<file path="config.mk">
export PLATFORM = sky130hd
export DESIGN_NAME = nonzero_coordinate_stream
export DESIGN_NICKNAME = d
export VERILOG_FILES = /design/src/design/nzc_pkg.sv /design/src/design/nonzero_coordinate_stream.sv /design/src/design/nzc_cfg_regs.sv /design/src/design/nzc_truth.sv /design/src/design/nzc_odometer.sv
export SDC_FILE = /design/constraint.sdc
export NUM_CORES = 2
export LEC_CHECK = 0
export ABC_AREA = 1
export BUFFER_PORTS_ARGS = -buffer_cell sky130_fd_sc_hd__buf_2
export CORE_MARGIN = 2
export CORE_UTILIZATION = 35
export CTS_CLUSTER_SIZE = 30
export DETAILED_ROUTE_END_ITERATION = 12
export MAX_ROUTING_LAYER = met4
export SETUP_SLACK_MARGIN = 0.02
export SLEW_MARGIN = 0
export SYNTH_ARGS = -nofsm -noshare
export SYNTH_HDL_FRONTEND = slang
export SYNTH_SLANG_ARGS = --single-unit
</file>
<file path="constraint.sdc">
create_clock -name aclk -period 8.18 [get_ports aclk]
set_input_delay 0.818 -clock aclk [delete_from_list [all_inputs] [get_ports aclk]]
set_output_delay 0.818 -clock aclk [all_outputs]
set_load 0.01 [all_outputs]
</file>
<file path="src/design/nzc_pkg.sv">
package nzc_pkg;

    // Geometry of the coordinate counter.
    localparam int MAX_RANK    = 6;
    localparam int COORD_WIDTH = 32;
    localparam int SIZE_WIDTH  = 32;
    localparam int HIT_WIDTH   = 32;
    localparam int RANK_WIDTH  = 3;
    localparam int ELEM_WIDTH  = 64;
    localparam int DIM_IDX_W   = (MAX_RANK > 1) ? $clog2(MAX_RANK) : 1;

    // Configuration port.
    localparam int CFG_INDEX_W = 3;
    localparam int CFG_DATA_W  = 32;

    localparam logic [CFG_INDEX_W-1:0] REG_RANK  = CFG_INDEX_W'(0);
    localparam logic [CFG_INDEX_W-1:0] REG_SIZE0 = CFG_INDEX_W'(1);
    localparam logic [CFG_INDEX_W-1:0] REG_SIZE5 = CFG_INDEX_W'(MAX_RANK);
    localparam logic [CFG_INDEX_W-1:0] REG_KIND  = CFG_INDEX_W'(7);

    // Result channel payload width, rounded up to whole bytes.
    localparam int M_DATA_BITS = MAX_RANK * COORD_WIDTH + HIT_WIDTH;
    localparam int M_TDATA_W   = ((M_DATA_BITS + 7) / 8) * 8;

    // Element encodings for the truth test.
    typedef enum logic [1:0] {
        KIND_INT  = 2'd0,
        KIND_F32  = 2'd1,
        KIND_F64  = 2'd2,
        KIND_BF16 = 2'd3
    } kind_t;

    typedef logic [MAX_RANK-1:0][COORD_WIDTH-1:0] coord_vec_t;

    // Configuration register contents.
    typedef struct packed {
        logic [RANK_WIDTH-1:0]                rank;
        logic [MAX_RANK-1:0][SIZE_WIDTH-1:0]  size;
        kind_t                                kind;
    } cfg_t;

    // Counter results for the element currently being processed.
    typedef struct packed {
        coord_vec_t             coords;
        logic                   last;
        logic [HIT_WIDTH-1:0]   hits;
    } odo_status_t;

endpackage

</file>
<file path="src/design/nonzero_coordinate_stream.sv">
// Streams the coordinates of the nonzero elements of a tensor. Elements enter
// one per transfer in row-major order; a mixed-radix counter sized by the
// dimension registers tracks their position. A transfer is emitted for every
// element that tests true and always for the last element of the tensor
// (tlast set, tuser clear if that element is zero); the counter and the hit
// count then restart. The block takes one element per clock cycle while the
// result channel is not stalled: each element is held in the input register,
// and the counter step, truth test and result formatting settle from it into
// the output register. Write configuration only while no element is in
// flight.
module nonzero_coordinate_stream
    import nzc_pkg::*;
(
    input  logic                    aclk,
    input  logic                    aresetn,

    input  logic                    cfg_we,
    input  logic [CFG_INDEX_W-1:0]  cfg_index,
    input  logic [CFG_DATA_W-1:0]   cfg_wdata,

    input  logic                    s_tvalid,
    output logic                    s_tready,
    input  logic [ELEM_WIDTH-1:0]   s_tdata,    // element_bits

    output logic                    m_tvalid,
    input  logic                    m_tready,
    output logic [M_TDATA_W-1:0]    m_tdata,    // coord0..coord5, hit_count
    output logic                    m_tuser,    // is_hit
    output logic                    m_tlast     // end_of_tensor
);

    cfg_t                   cfg;
    odo_status_t            status;
    logic                   elem_true;
    logic                   out_free;
    logic                   step;

    logic                   in_valid_reg;
    logic [ELEM_WIDTH-1:0]  in_bits_reg;

    logic                   out_valid_reg;
    coord_vec_t             out_coords_reg;
    logic                   out_hit_reg;
    logic                   out_last_reg;
    logic [HIT_WIDTH-1:0]   out_count_reg;

    nzc_cfg_regs u_cfg (
        .aclk      (aclk),
        .aresetn   (aresetn),
        .cfg_we    (cfg_we),
        .cfg_index (cfg_index),
        .cfg_wdata (cfg_wdata),
        .cfg       (cfg)
    );

    nzc_truth u_truth (
        .kind         (cfg.kind),
        .element_bits (in_bits_reg),
        .is_true      (elem_true)
    );

    nzc_odometer u_odo (
        .aclk    (aclk),
        .aresetn (aresetn),
        .cfg     (cfg),
        .step    (step),
        .hit     (elem_true),
        .status  (status)
    );

    // The held element moves on once the output register can take a result.
    assign out_free = !out_valid_reg || m_tready;
    assign step     = in_valid_reg && out_free;
    assign s_tready = !in_valid_reg || out_free;

    // Input register.
    always_ff @(posedge aclk) begin
        if (!aresetn) begin
            in_valid_reg <= 1'b0;
        end else if (s_tready) begin
            in_valid_reg <= s_tvalid;
        end
    end

    always_ff @(posedge aclk) begin
        if (s_tready && s_tvalid) begin
            in_bits_reg <= s_tdata;
        end
    end

    // Output register: loaded for a hit or for the tensor's last element.
    always_ff @(posedge aclk) begin
        if (!aresetn) begin
            out_valid_reg <= 1'b0;
        end else if (out_free) begin
            out_valid_reg <= step && (elem_true || status.last);
        end
    end

    always_ff @(posedge aclk) begin
        if (step) begin
            out_coords_reg <= elem_true ? status.coords : '0;
            out_hit_reg    <= elem_true;
            out_last_reg   <= status.last;
            out_count_reg  <= status.hits;
        end
    end

    assign m_tvalid = out_valid_reg;
    assign m_tdata  = M_TDATA_W'({out_count_reg, out_coords_reg});
    assign m_tuser  = out_hit_reg;
    assign m_tlast  = out_last_reg;

endmodule

</file>
<file path="src/design/nzc_cfg_regs.sv">
module nzc_cfg_regs
    import nzc_pkg::*;
(
    input  logic                    aclk,
    input  logic                    aresetn,
    input  logic                    cfg_we,
    input  logic [CFG_INDEX_W-1:0]  cfg_index,
    input  logic [CFG_DATA_W-1:0]   cfg_wdata,
    output cfg_t                    cfg
);

    cfg_t cfg_reg;
    cfg_t cfg_next;
    logic [DIM_IDX_W-1:0] dim_idx;

    assign dim_idx = DIM_IDX_W'(cfg_index - REG_SIZE0);

    // Decode one register write; unknown indexes are ignored.
    always_comb begin
        cfg_next = cfg_reg;
        if (cfg_we) begin
            unique case (cfg_index)
                REG_RANK: begin
                    cfg_next.rank = cfg_wdata[RANK_WIDTH-1:0];
                end
                REG_KIND: begin
                    cfg_next.kind = kind_t'(cfg_wdata[1:0]);
                end
                default: begin
                    if (cfg_index >= REG_SIZE0 && cfg_index <= REG_SIZE5) begin
                        cfg_next.size[dim_idx] = cfg_wdata[SIZE_WIDTH-1:0];
                    end
                end
            endcase
        end
    end

    always_ff @(posedge aclk) begin
        if (!aresetn) begin
            cfg_reg.rank <= RANK_WIDTH'(1);
            for (int d = 0; d < MAX_RANK; d++) begin
                cfg_reg.size[d] <= SIZE_WIDTH'(1);
            end
            cfg_reg.kind <= KIND_INT;
        end else begin
            cfg_reg <= cfg_next;
        end
    end

    assign cfg = cfg_reg;

endmodule

</file>
<file path="src/design/nzc_truth.sv">
module nzc_truth
    import nzc_pkg::*;
(
    input  kind_t                   kind,
    input  logic [ELEM_WIDTH-1:0]   element_bits,
    output logic                    is_true
);

    // Any magnitude bit set; float kinds skip the sign bit.
    always_comb begin
        unique case (kind)
            KIND_INT:  is_true = |element_bits;
            KIND_F32:  is_true = |element_bits[30:0];
            KIND_F64:  is_true = |element_bits[62:0];
            KIND_BF16: is_true = |element_bits[14:0];
        endcase
    end

endmodule

</file>
<file path="src/design/nzc_odometer.sv">
module nzc_odometer
    import nzc_pkg::*;
(
    input  logic        aclk,
    input  logic        aresetn,
    input  cfg_t        cfg,
    input  logic        step,
    input  logic        hit,
    output odo_status_t status
);

    localparam int CMP_W = (COORD_WIDTH > SIZE_WIDTH) ? COORD_WIDTH : SIZE_WIDTH;

    logic [COORD_WIDTH-1:0] digit_reg  [MAX_RANK];
    logic [COORD_WIDTH-1:0] digit_next [MAX_RANK];
    logic [HIT_WIDTH-1:0]   hits_reg;
    logic [HIT_WIDTH-1:0]   hits_next;

    logic [RANK_WIDTH-1:0]  rank_eff;
    logic [MAX_RANK-1:0]    active;
    logic [MAX_RANK-1:0]    wrap;
    logic [MAX_RANK:0]      carry;
    logic [SIZE_WIDTH-1:0]  size_m1 [MAX_RANK];
    coord_vec_t             digit_eff;

    // Clamp the rank into the supported range.
    always_comb begin
        if (cfg.rank == '0) begin
            rank_eff = RANK_WIDTH'(1);
        end else if (cfg.rank > RANK_WIDTH'(MAX_RANK)) begin
            rank_eff = RANK_WIDTH'(MAX_RANK);
        end else begin
            rank_eff = cfg.rank;
        end
    end

    // Per-digit wrap test, then the carry ripples from the innermost digit out.
    always_comb begin
        for (int d = 0; d < MAX_RANK; d++) begin
            active[d]    = RANK_WIDTH'(d) < rank_eff;
            digit_eff[d] = active[d] ? digit_reg[d] : '0;
            size_m1[d]   = (cfg.size[d] == '0) ? '0 : cfg.size[d] - SIZE_WIDTH'(1);
            wrap[d]      = (CMP_W'(digit_eff[d]) >= CMP_W'(size_m1[d])) || (&digit_eff[d]);
        end
        carry[MAX_RANK] = 1'b1;
        for (int d = MAX_RANK - 1; d >= 0; d--) begin
            carry[d] = carry[d+1] & (~active[d] | wrap[d]);
        end
    end

    // Saturating hit count including the current element.
    assign hits_next = (hit && hits_reg != '1) ? hits_reg + HIT_WIDTH'(1) : hits_reg;

    // Next digit values; the tensor end returns everything to zero.
    always_comb begin
        for (int d = 0; d < MAX_RANK; d++) begin
            if (carry[0] || !active[d]) begin
                digit_next[d] = '0;
            end else if (carry[d+1]) begin
                digit_next[d] = wrap[d] ? '0 : digit_eff[d] + COORD_WIDTH'(1);
            end else begin
                digit_next[d] = digit_eff[d];
            end
        end
    end

    always_ff @(posedge aclk) begin
        if (!aresetn) begin
            for (int d = 0; d < MAX_RANK; d++) begin
                digit_reg[d] <= '0;
            end
            hits_reg <= '0;
        end else if (step) begin
            for (int d = 0; d < MAX_RANK; d++) begin
                digit_reg[d] <= digit_next[d];
            end
            hits_reg <= carry[0] ? '0 : hits_next;
        end
    end

    assign status.coords = digit_eff;
    assign status.last   = carry[0];
    assign status.hits   = hits_next;

endmodule

</file>
==> metrics.md <==
| Metric | Value |
|---|---|
| Status | finished clean |
| Die height | between 300 and 400 um |
| Synth Warn # | 0 |
| Crit path max fanout | 60 |
| Arrival @ worst endpoint | between 7 and 8 ns |
| Synthesized area per cell | between 7 and 8 sq um |
| HP Class | input port to flop |
| Design area | 49,870 sq um |
| Share of the synthesized area in the top cell type | around a third |
| Antenna violations before repair | 6 |
| Port bufs | approximately 330 |
| Via-to-Cell Ratio | between 5 and 6 |
| CTS tree | done |
| Seq cells post-synth | ~710 |
| Post-synth cell types | 52 |
| Top Ports | ~330 |
| Detailed Routing Iterations Pass 1 | 8 |
| Skew-Pair Late Insertion Delay | 0.72 ns |
| Syn_nets | between 6k and 7k |
| Final Util | approximately 40% |
| P&R area growth vs syn | 13.63% |
| Clock slew at reported path FFs | ~0.060 ns |
| Worst Setup Start Kind | flop |
| CP delay by family, top | simple AND/OR/NAND/NOR gates |
| Core area | between 100,000 and 150,000 sq um |
| RSZ-0062 raised after global routing | false |
| H-tree Lvls | 3 |
| Mapped Cells | around 5.8k |
| Detailed placer's ending HPWL | approximately 100,000 um |
| Final period util | around 82% |
| Final hold violation count | 0 |
| Worst path slowest cell | nand2_4 |
| Num CTS Buffers | 85 |
| Cell taking the most area after synthesis | edfxtp_1 |
| Placed cell area | 46,910 sq um |
| Global-route wire length before repair | 215,700 um |
| Slew HR | a little under a quarter |
| Vias in the first global route | between 30k and 40k |
| Number of synthesized flops with an enable pin | about 480 |
| # Post-CTS Setup Buffers | 0 |
| Static Leakage | 20.66 nW |
| Area of the die | about 130,000 sq um |
| Largest net degree at the start of global routing | about 140 |
| Pins over their slew limit | 0 |
| Worst Path Buf+Inv | 6 |
| Clk sinks | roughly 710 |
| Power density over the cells | 187.6 nW/um^2 |
| Final worst slack | between 1 and 1.5 ns |
| Tmin final | 6.748 ns |
| Overall power | 0.009355 W |
| Worst VDD drop | between 0.00015 and 0.0002 V |
| ANT nets after route | 0 |
| Main synth FF type | edfxtp_1 |
| Final setup fails | 0 |
| Final Wtd Congestion | approximately 0.94 |
| Setup_tns | 0 ns |
| Total track usage | between 20% and 30% |
| CP max stage delay | roughly 0.76 ns |
| Clock Skews | 0.04316 ns |
| Register area share after synthesis | 43.52% |
| CTS Root Buffer Type | clkbuf_16 |
| Required @ worst endpoint | approximately 8.7 ns |
| Worst slack, placed | roughly 1.6 ns |
| Final net count | about 6.3k |
| Max FFs per register | about 200 |
| DRC | 0 |
| Synth async-reset ratio | 0% |
| Drt total wl | roughly 140,000 um |
| Resized cells post-CTS | 0 |
| Fmax | between 0.1 and 0.15 GHz |
| Die width | between 300 and 400 um |
| CTS Buffer Depth | 3 |
| Top post-synthesis cells by area | edfxtp_1 (33%), dfxtp_1 (11%), nor2_1 (9.2%) |
| Routed length per placed instance | approximately 18 um |
| Layout cells sized above 1 | under 10% |
| GRT overflow | 0 |
| Row cnt | ~130 |
| DR iter-0 viols | roughly 3.4k |
| CP endpoint kind | flop |
| Initial core utilization | 35.36% |
| Worst Max-Slew Pin Slew | approximately 1.1 ns |
| Reg2Reg Setup Slack | between 1 and 1.5 ns |
| CP Class | flop to flop |
| Max_cap viols | 0 |
| Synthesized cell area | 43,880 sq um |
| Post-CTS Hold Fix Bufs | 0 |
| Via count | 39.47k |
-- stage by stage --
| step | hold slack [ns] | std cells |
|---|---|---|
| floorplan | 0.4441 | 5779 |
| global placement | 0.4572 | 7563 |
| detailed placement | 0.4669 | 7563 |
| CTS | 0.2178 | 7723 |
| global route | 0.2326 | 7724 |
| finish | 0.2763 | 7725 |
-- placed cells by master (no fill, tap or decap), types with 16 or more instances in the layout --
cell / instances
nor2_1: 1074
nand2_1: 960
inv_1: 778
edfxtp_1: 482
o21ai_0: 385
buf_2: 330
a21oi_1: 297
nand3_1: 290
nor3_1: 230
dfxtp_1: 230
ha_1: 213
xor2_1: 196
nand4_1: 160
clkbuf_16: 92
nor4_1: 61
buf_4: 34
or2_2: 25
clkbuf_1: 19
nand2_2: 17
o31ai_1: 17
o211ai_1: 16
-- synth_stat cells (all sizes together), types with 51 or more instances --
| master | instances |
|---|---|
| nand4 | 163 |
| ha | 213 |
| xor2 | 196 |
| nor3 | 232 |
| nand2 | 982 |
| edfxtp | 482 |
| clkbuf | 167 |
| nor4 | 61 |
| nand3 | 295 |
| nor2 | 1097 |
| o21ai | 385 |
| a21oi | 297 |
| dfxtp | 231 |
| inv | 795 |
| buf | 51 |
-- worst paths after layout --
kind | start | endpoint | depth (start not counted)
max | u_cfg.cfg[162] | u_odo.digit_reg[0][138] | 27
min | s_tdata[47] | in_bits_reg[47] | 1
max reg2reg | u_cfg.cfg[162] | u_odo.digit_reg[0][138] | 27
min reg2reg | u_cfg.cfg[67] | u_cfg.cfg[67] | 2
-- routing by layer --
| layer | vias up | GRT usage (%) | wire, um |
|---|---|---|---|
| met2 | 1205 | 36.72 | 67040 |
| met3 | 213 | 3.013 | 8379 |
| met1 | 18540 | 28.47 | 61800 |
| met5 | - | - | 0 |
| met4 | 0 | 6.234 | 3694 |
| li1 | 19510 | - | - |
-- logic make-up after synthesis --
group,Yosys count,synth area share (%)
XOR/XNOR,206,4.111
AO/OA/AOI/OAI,755,9.015
multiplexers,1,0.02281
adder cells (fa/ha/maj),213,6.073
flip-flops,713,43.52
AND/OR/NAND/NOR,2872,28.18
buffers and inverters,1019,9.075
-- cell type report --
| class | count | area (sq um) |
|---|---|---|
| diodes | 2 | 5.005 |
| clock buffers | 112 | 2387 |
| clock inverters | 48 | 565.5 |
| fillers | 12890 | 74250 |
| inverters | 801 | 3024 |
| multi-input cells | 4047 | 20810 |
| flip-flops and latches | 713 | 19100 |
| well taps | 1637 | 2048 |
| repair buffers | 365 | 1927 |
-- report_power, final --
part | internal (W) | total [W] | leakage [nW] | switching, W
registers | 0.00401 | 0.00411 | 6.72 | 0.000101
clock network | 0.00231 | 0.00400 | 1.41 | 0.00169
logic | 0.000343 | 0.00124 | 12.5 | 0.000896
(Power assumes the default switching activity.)
